## src/hdl/bdq_pkg.sv

```systemverilog
`timescale 1ns / 1ps

package bdq_pkg;

  localparam int DEPTH_DEFAULT       = 64;
  localparam int VALUE_WIDTH_DEFAULT = 32;

  localparam int OP_WIDTH     = 3;
  localparam int VALUE_IN_W   = 32;
  localparam int STATUS_WIDTH = 2;
  localparam int COUNT_WIDTH  = 7;

  localparam logic [OP_WIDTH-1:0] OP_PUSH_FRONT = 3'd0;
  localparam logic [OP_WIDTH-1:0] OP_PUSH_BACK  = 3'd1;
  localparam logic [OP_WIDTH-1:0] OP_POP_FRONT  = 3'd2;
  localparam logic [OP_WIDTH-1:0] OP_POP_BACK   = 3'd3;
  localparam logic [OP_WIDTH-1:0] OP_SEARCH     = 3'd4;

  localparam logic [STATUS_WIDTH-1:0] ST_OK    = 2'd0;
  localparam logic [STATUS_WIDTH-1:0] ST_FULL  = 2'd1;
  localparam logic [STATUS_WIDTH-1:0] ST_EMPTY = 2'd2;

  typedef struct packed {
    logic accept;
    logic exec;
    logic scan;
    logic finish;
  } cmd_t;

  typedef struct packed {
    logic scan_done;
  } stat_t;

endpackage

```

## src/hdl/bdq_ctrl.sv

```systemverilog
`timescale 1ns / 1ps

module bdq_ctrl (
  input  logic                           clk,
  input  logic                           rst,
  input  logic                           start,
  input  logic [bdq_pkg::OP_WIDTH-1:0]   operation,
  output logic                           busy,
  output bdq_pkg::cmd_t                  cmd,
  input  bdq_pkg::stat_t                 stat
);

  localparam logic [1:0] S_IDLE = 2'd0;
  localparam logic [1:0] S_EXEC = 2'd1;
  localparam logic [1:0] S_SCAN = 2'd2;

  logic [1:0] state;
  logic [1:0] state_next;

  assign busy = (state != S_IDLE);

  always_comb begin
    cmd.accept = start && (state == S_IDLE);
    cmd.exec   = (state == S_EXEC);
    cmd.scan   = (state == S_SCAN);
    cmd.finish = (state == S_SCAN) && stat.scan_done;
  end

  always_comb begin
    state_next = state;
    case (state)
      S_IDLE: begin
        if (start) begin
          state_next = (operation == bdq_pkg::OP_SEARCH) ? S_SCAN : S_EXEC;
        end
      end
      S_EXEC: begin
        state_next = S_IDLE;
      end
      S_SCAN: begin
        if (stat.scan_done) begin
          state_next = S_IDLE;
        end
      end
      default: begin
        state_next = S_IDLE;
      end
    endcase
  end

  always_ff @(posedge clk) begin
    if (rst) begin
      state <= S_IDLE;
    end else begin
      state <= state_next;
    end
  end

endmodule

```

## src/hdl/bdq_dpath.sv

```systemverilog
`timescale 1ns / 1ps

module bdq_dpath #(
  parameter int DEPTH       = bdq_pkg::DEPTH_DEFAULT,
  parameter int VALUE_WIDTH = bdq_pkg::VALUE_WIDTH_DEFAULT
) (
  input  logic                                 clk,
  input  logic                                 rst,
  input  bdq_pkg::cmd_t                        cmd,
  output bdq_pkg::stat_t                       stat,
  input  logic [bdq_pkg::OP_WIDTH-1:0]         operation,
  input  logic signed [bdq_pkg::VALUE_IN_W-1:0] value,
  output logic [bdq_pkg::STATUS_WIDTH-1:0]     status,
  output logic                                 found,
  output logic [bdq_pkg::COUNT_WIDTH-1:0]      count,
  output logic                                 done
);

  localparam int AW     = (DEPTH > 1) ? $clog2(DEPTH) : 1;
  localparam int CW     = $clog2(DEPTH + 1);
  localparam int SW     = CW + 1;
  localparam int CountW = bdq_pkg::COUNT_WIDTH;

  logic [bdq_pkg::OP_WIDTH-1:0]     op_q;
  logic [VALUE_WIDTH-1:0]           val_q;
  logic [AW-1:0]                    front;
  logic [CW-1:0]                    cnt;
  logic [AW-1:0]                    scan_ptr;
  logic [CW-1:0]                    scan_left;
  logic                             rvalid;
  logic [VALUE_WIDTH-1:0]           rdata;
  logic [VALUE_WIDTH-1:0]           mem [DEPTH];

  logic                             full;
  logic                             empty;
  logic [AW-1:0]                    front_inc;
  logic [AW-1:0]                    front_dec;
  logic [SW-1:0]                    back_sum;
  logic [AW-1:0]                    back_slot;
  logic [AW-1:0]                    front_next;
  logic [CW-1:0]                    cnt_next;
  logic                             we;
  logic [AW-1:0]                    waddr;
  logic [bdq_pkg::STATUS_WIDTH-1:0] st;
  logic                             rd_en;
  logic                             match;

  assign full      = (cnt == CW'(DEPTH));
  assign empty     = (cnt == '0);
  assign front_inc = (front == AW'(DEPTH - 1)) ? '0 : front + AW'(1);
  assign front_dec = (front == '0) ? AW'(DEPTH - 1) : front - AW'(1);
  assign back_sum  = SW'(front) + SW'(cnt);
  assign back_slot = (back_sum >= SW'(DEPTH)) ? AW'(back_sum - SW'(DEPTH)) : AW'(back_sum);

  always_comb begin
    front_next = front;
    cnt_next   = cnt;
    we         = 1'b0;
    waddr      = back_slot;
    st         = bdq_pkg::ST_OK;
    case (op_q)
      bdq_pkg::OP_PUSH_FRONT: begin
        if (full) begin
          st = bdq_pkg::ST_FULL;
        end else begin
          front_next = front_dec;
          waddr      = front_dec;
          we         = 1'b1;
          cnt_next   = cnt + CW'(1);
        end
      end
      bdq_pkg::OP_PUSH_BACK: begin
        if (full) begin
          st = bdq_pkg::ST_FULL;
        end else begin
          we       = 1'b1;
          cnt_next = cnt + CW'(1);
        end
      end
      bdq_pkg::OP_POP_FRONT: begin
        if (empty) begin
          st = bdq_pkg::ST_EMPTY;
        end else begin
          front_next = front_inc;
          cnt_next   = cnt - CW'(1);
        end
      end
      bdq_pkg::OP_POP_BACK: begin
        if (empty) begin
          st = bdq_pkg::ST_EMPTY;
        end else begin
          cnt_next = cnt - CW'(1);
        end
      end
      default: begin
        st = bdq_pkg::ST_OK;
      end
    endcase
  end

  assign rd_en          = cmd.scan && (scan_left != '0);
  assign match          = rvalid && (rdata == val_q);
  assign stat.scan_done = match || ((scan_left == '0) && !rvalid);

  // latch the item
  always_ff @(posedge clk) begin
    if (cmd.accept) begin
      op_q  <= operation;
      val_q <= VALUE_WIDTH'(value);
    end
  end

  always_ff @(posedge clk) begin
    if (rst) begin
      front <= '0;
      cnt   <= '0;
    end else if (cmd.exec) begin
      front <= front_next;
      cnt   <= cnt_next;
    end
  end

  // walk the held entries from the front
  always_ff @(posedge clk) begin
    if (rst) begin
      scan_ptr  <= '0;
      scan_left <= '0;
      rvalid    <= 1'b0;
    end else if (cmd.accept) begin
      scan_ptr  <= front;
      scan_left <= cnt;
      rvalid    <= 1'b0;
    end else if (cmd.scan) begin
      rvalid <= rd_en;
      if (rd_en) begin
        scan_ptr  <= (scan_ptr == AW'(DEPTH - 1)) ? '0 : scan_ptr + AW'(1);
        scan_left <= scan_left - CW'(1);
      end
    end
  end

  always_ff @(posedge clk) begin
    if (cmd.exec && we) begin
      mem[waddr] <= val_q;
    end
    if (rd_en) begin
      rdata <= mem[scan_ptr];
    end
  end

  always_ff @(posedge clk) begin
    if (cmd.exec) begin
      status <= st;
      found  <= 1'b0;
      count  <= CountW'(cnt_next);
    end else if (cmd.finish) begin
      status <= bdq_pkg::ST_OK;
      found  <= match;
      count  <= CountW'(cnt);
    end
  end

  always_ff @(posedge clk) begin
    if (rst) begin
      done <= 1'b0;
    end else begin
      done <= cmd.exec || cmd.finish;
    end
  end

  a_cnt_bound: assert property (@(posedge clk) disable iff (rst)
    cnt <= CW'(DEPTH))
    else $error("element count above depth");

  a_front_bound: assert property (@(posedge clk) disable iff (rst)
    front <= AW'(DEPTH - 1))
    else $error("front pointer out of range");

  a_done_single: assert property (@(posedge clk) disable iff (rst)
    done |=> !done)
    else $error("result strobe held for two cycles");

  a_scan_within_count: assert property (@(posedge clk) disable iff (rst)
    cmd.scan |-> (scan_left <= cnt))
    else $error("search walks past held entries");

endmodule

```

## src/hdl/bounded_deque_with_search.sv

```systemverilog
// Double-ended queue of up to DEPTH values with a membership search. An item
// is taken when start is high and busy is low; its result (status, found,
// count) appears with done high for exactly one cycle, in the first cycle in
// which busy is low again, and must be captured then since the receiver cannot
// stall. Pushes, pops and unknown operations pass through the EXEC state alone,
// which updates the queue and registers their result; a new item is taken only
// when busy is low again. A search reads the held entries one per cycle
// through the single read port of the entry memory, front first, and stops
// at the first hit or once every held entry has been compared.
`timescale 1ns / 1ps

module bounded_deque_with_search #(
  parameter int DEPTH       = bdq_pkg::DEPTH_DEFAULT,
  parameter int VALUE_WIDTH = bdq_pkg::VALUE_WIDTH_DEFAULT
) (
  input  logic                                  clk,
  input  logic                                  rst,
  input  logic                                  start,
  output logic                                  busy,
  input  logic [bdq_pkg::OP_WIDTH-1:0]          operation,
  input  logic signed [bdq_pkg::VALUE_IN_W-1:0] value,
  output logic                                  done,
  output logic [bdq_pkg::STATUS_WIDTH-1:0]      status,
  output logic                                  found,
  output logic [bdq_pkg::COUNT_WIDTH-1:0]       count
);

  bdq_pkg::cmd_t  cmd;
  bdq_pkg::stat_t stat;

  bdq_ctrl u_ctrl (
    .clk       (clk),
    .rst       (rst),
    .start     (start),
    .operation (operation),
    .busy      (busy),
    .cmd       (cmd),
    .stat      (stat)
  );

  bdq_dpath #(
    .DEPTH       (DEPTH),
    .VALUE_WIDTH (VALUE_WIDTH)
  ) u_dpath (
    .clk       (clk),
    .rst       (rst),
    .cmd       (cmd),
    .stat      (stat),
    .operation (operation),
    .value     (value),
    .status    (status),
    .found     (found),
    .count     (count),
    .done      (done)
  );

endmodule
```

## config.mk

```make
export PLATFORM = sky130hd
export DESIGN_NAME = bounded_deque_with_search
export DESIGN_NICKNAME = d
export VERILOG_FILES = /design/src/hdl/bdq_pkg.sv /design/src/hdl/bdq_ctrl.sv /design/src/hdl/bdq_dpath.sv /design/src/hdl/bounded_deque_with_search.sv
export SDC_FILE = /design/constraint.sdc
export NUM_CORES = 2
export LEC_CHECK = 0
export ABC_CLOCK_PERIOD_IN_PS = 3750
export BUFFER_PORTS_ARGS = -buffer_cell sky130_fd_sc_hd__buf_2
export CAP_MARGIN = 20
export CORE_UTILIZATION = 30
export DETAILED_ROUTE_END_ITERATION = 6
export HOLD_SLACK_MARGIN = 0.1
export PLACE_DENSITY_LB_ADDON = 0.15
export SETUP_SLACK_MARGIN = 0.2
export SLEW_MARGIN = 20
export SYNTH_ARGS = -nofsm -noshare
export SYNTH_HDL_FRONTEND = slang
export SYNTH_SLANG_ARGS = --single-unit
```

## constraint.sdc

```tcl
create_clock -name clk -period 3.75 [get_ports clk]
set_input_delay 0 -clock clk [delete_from_list [all_inputs] [get_ports clk]]
set_output_delay 0 -clock clk [all_outputs]
set_load 0.02 [all_outputs]
```

==> flow_summary_export.csv <==
group,metric,value,unit
min_path,whs_endpoint,"u_dpath.scan_ptr[3]",
routing,drtPass1Iterations,5,
sta,relSlewSlack,30.2,%
global_route,grt_overflow,0,
sta,hold_violations,0,
layout,drive_above_1_share,28.7,%
routing,drc,0,
synth,synth_nets,3973,
synth,synth_top_area_cell,"edfxtp_1",
setup_path,cp.required,4270,ps
setup_path,crit_chain,"inv_1 -> ha_1 -> or4b_2 -> a21bo_2 -> o31ai_1 -> nand2_1 -> buf_4 -> nor2_4 -> buf_12",
setup_path,cp-end-kind,"register",
pwr,vdd_drop_max,0.375,mV
floorplanning,fp.dieW,528,um
synth,syn_area_per_cell,21.2,um2
min_path,hp-class,"in -> reg",
sta,fin_crit,3500,ps
cts,cts.sinks,2155,
global_route,grt_pass1_vias,42800,
layout,areaGrowthSynthToFinish,20.1,%
cts,cts_tree,"done",
synth,yosysUniqueCellTypes,79,
synth,ys_seq_elements,2155,
global_route,grt_max_degree,89,
sta,finalMaxSlewViolations,0,
synth,synthMostInstantiatedCell,"edfxtp_1",
routing,viasPerCell,5.05,
cts,clockRootBuffer,"clkbuf_16",
layout,multi_input_area,18300,um2
sta,rsz0062_at_grt,"yes",
floorplanning,start_util,30.3,%
synth,synthCells,3920,
flow_run,maxCapViolations,0,
routing,via_count,42100,
sta,post-route-period-util,93.2,%
cts,cts.htree.levels,4,
sta,fin_ws,255,ps
sta,setup_violations,0,
cts,clk_latency,890,ps
synth,synthArstFlopShare,0,%
sta,tns,0,ps
place,place_congestion,0.790,
sta,worstMarginPinSlew,1040,ps
setup_path,r2r_slack,250,ps
global_route,grt_pass1_wl,354000,um
min_path,hold_start,"rst",
place,dp_slack,169,ps
pwr,p_leak,30.4,nW
setup_path,reg2reg_to,"u_dpath.mem[15][22]",
synth,syn_area,83100,um2
routing,ant_nets,0,
setup_path,worst_r2r_startpoint,"u_dpath.front[0]",
routing,wl_per_cell,30.6,um
sta,fmax,286,MHz
setup_path,cp_max_fo,32,
global_route,grt_usage,18.1,%
floorplanning,dieArea,279000,um2
layout,regArea,64400,um2
synth,seq_area_frac_synth,77.5,%
routing,drt_wl_total,255000,um
routing,dr.first_iter.drc_count,3869,
pwr,power_density,522,nW/um2
synth,yosys_warnings,0,
place,portBuffers,49,
floorplanning,fp.dieH,528,um
floorplanning,io_pins,50,
place,hpwl,163000,um
synth,yosys-top-cells-area,"edfxtp_1 (77%), mux4_2 (12%), mux2i_1 (1.6%)",
floorplanning,rows,192,
setup_path,crit_path_max_incr_delay,680,ps
setup_path,start_kind,"register",
layout,fillers,25400,
cts,cts-buffers-inserted,233,
setup_path,reg2reg_depth,9,
min_path,hold_path_depth,3,
synth,synth_edf_count,2124,
synth,synth_top_flop_cell,"edfxtp_1",
setup_path,crit_type,"reg -> reg",
sta,skew,54.1,ps
floorplanning,core-area,275000,um2
setup_path,cp.arrival,4020,ps
setup_path,cp_slowest_cell,"or4b_2",
synth,synth.top_cell.area_share,76.7,%
global_route,antenna_found_initial,15,
cts,cts_buffer_depth,4,
layout,fin_nets,4523,
synth,synth_common_cells,"edfxtp_1 (2124), mux4_2 (454), mux2i_1 (131)",
cts,clk_pin_slew,70,ps
status,status,"finished, final reports clean",
[logic make-up after synthesis]
logic type / synth area share [%]
AOI/OAI and AO/OA: 3.87
xor gates and xnor gates: 0.474
adders and majority gates: 0.235
buffers and inverters: 1.29
DFF: 77.5
muxes: 14.3
and+or+nand+nor: 2.37
[report_power, final]
| group | switching (mW) | leakage, nW | internal (mW) |
|---|---|---|---|
| Clock | 9.53 | 3.50 | 12.5 |
| Sequential | 0.0985 | 19.4 | 26.6 |
| Combinational | 2.07 | 7.54 | 1.23 |
[per-stage QoR]
step / util [%] / area, um2 / hold slack (ps) / instances / power, mW
after global routing: 36.3 / 99800 / 255 / 8340 / 53.6
after global placement: 33.4 / 91700 / 177 / 7837 / 30.5
after detailed placement: 33.4 / 91700 / 178 / 7838 / 30.5
after CTS: 36.3 / 99700 / 167 / 8337 / 52.7
final: 36.3 / 99800 / 237 / 8343 / 52.1
after floorplan: - / 83200 / 98.9 / 3920 / 28.9
[worst max-delay path by stage]
stage / end / depth (start not counted) / startpoint / slack (ps)
final: u_dpath.mem[15][22] / 9 / u_dpath.front[0] / 250
after CTS: u_dpath.mem[55][10] / 7 / u_dpath.front[0] / 210
after detailed placement: u_dpath.mem[55][24] / 8 / u_dpath.front[0] / 170
after global routing: u_dpath.mem[15][5] / 9 / u_dpath.front[0] / 150
after global placement: u_dpath.mem[55][24] / 8 / u_dpath.front[0] / 110
after floorplan: u_dpath.mem[10][0] / 7 / u_dpath.front[0] / -6
[worst max-delay path, delay by kind of cell, from the launching register on]
kind,cells,cell delay (ps)
AOI/OAI and AO/OA,2,550
adders and majority gates,1,180
buffers and inverters,3,740
DFF,1,370
and+or+nand+nor,3,1250
[area by class of cell]
cell class,count,area share (%)
Sequential cell,2155,64.5
Multi-Input combinational cell,1541,18.3
Clock buffer,287,6.06
Timing Repair Buffer,517,5.26
Tap cell,3686,4.62
Clock inverter,131,1.13
Inverter,22,0.0865
Antenna cell,4,0.0100
[metal layers]
metal  track usage, %  vias to the layer above  routed length, um
li1                 -                    17700                  -
met1             25.2                    23100             113000
met2             30.0                     1018             124000
met3             2.58                      280              12800
met4             3.68                        0               4690
met5                0                        -                  0
[registers in the layout, summed over array words and instances (netlist names)]
signal and cells:
u_dpath.rdata 32, u_dpath.rvalid 1, u_dpath.cnt 7, u_dpath.scan_left 7
u_dpath.mem 2048, u_dpath.op_q 3, u_ctrl.state 2, u_dpath.found 1
u_dpath.count 7, u_dpath.done 1, u_dpath.val_q 32, u_dpath.status 2
u_dpath.scan_ptr 6, u_dpath.front 6
[what timing repair did]
item	4_1_cts	5_1_grt
setup buffers	4	1
hold buffers	76	0
resized for setup	1	2
gates cloned	1	0
pin swaps	1	1
setup endpoints to repair	17	39
hold endpoints to repair	65	0
[layout by cell type (no fill, tap or decap), drive strengths merged, types with 30 or more instances in the layout]
| cell type | n |
|---|---|
| o21ai | 53 |
| clkinv | 104 |
| a22oi | 54 |
| xor2 | 35 |
| nor2b | 32 |
| dlygate4sd3 | 76 |
| nor2 | 130 |
| a221oi | 37 |
| clkbuf | 287 |
| mux4 | 454 |
| dfxtp | 31 |
| buf | 441 |
| a21oi | 81 |
| mux2 | 31 |
| o22ai | 84 |
| mux2i | 131 |
| nand2 | 89 |
| nor3 | 37 |
| edfxtp | 2124 |
| a211oi | 30 |
No activity file was read; power rests on OpenSTA's default activity.
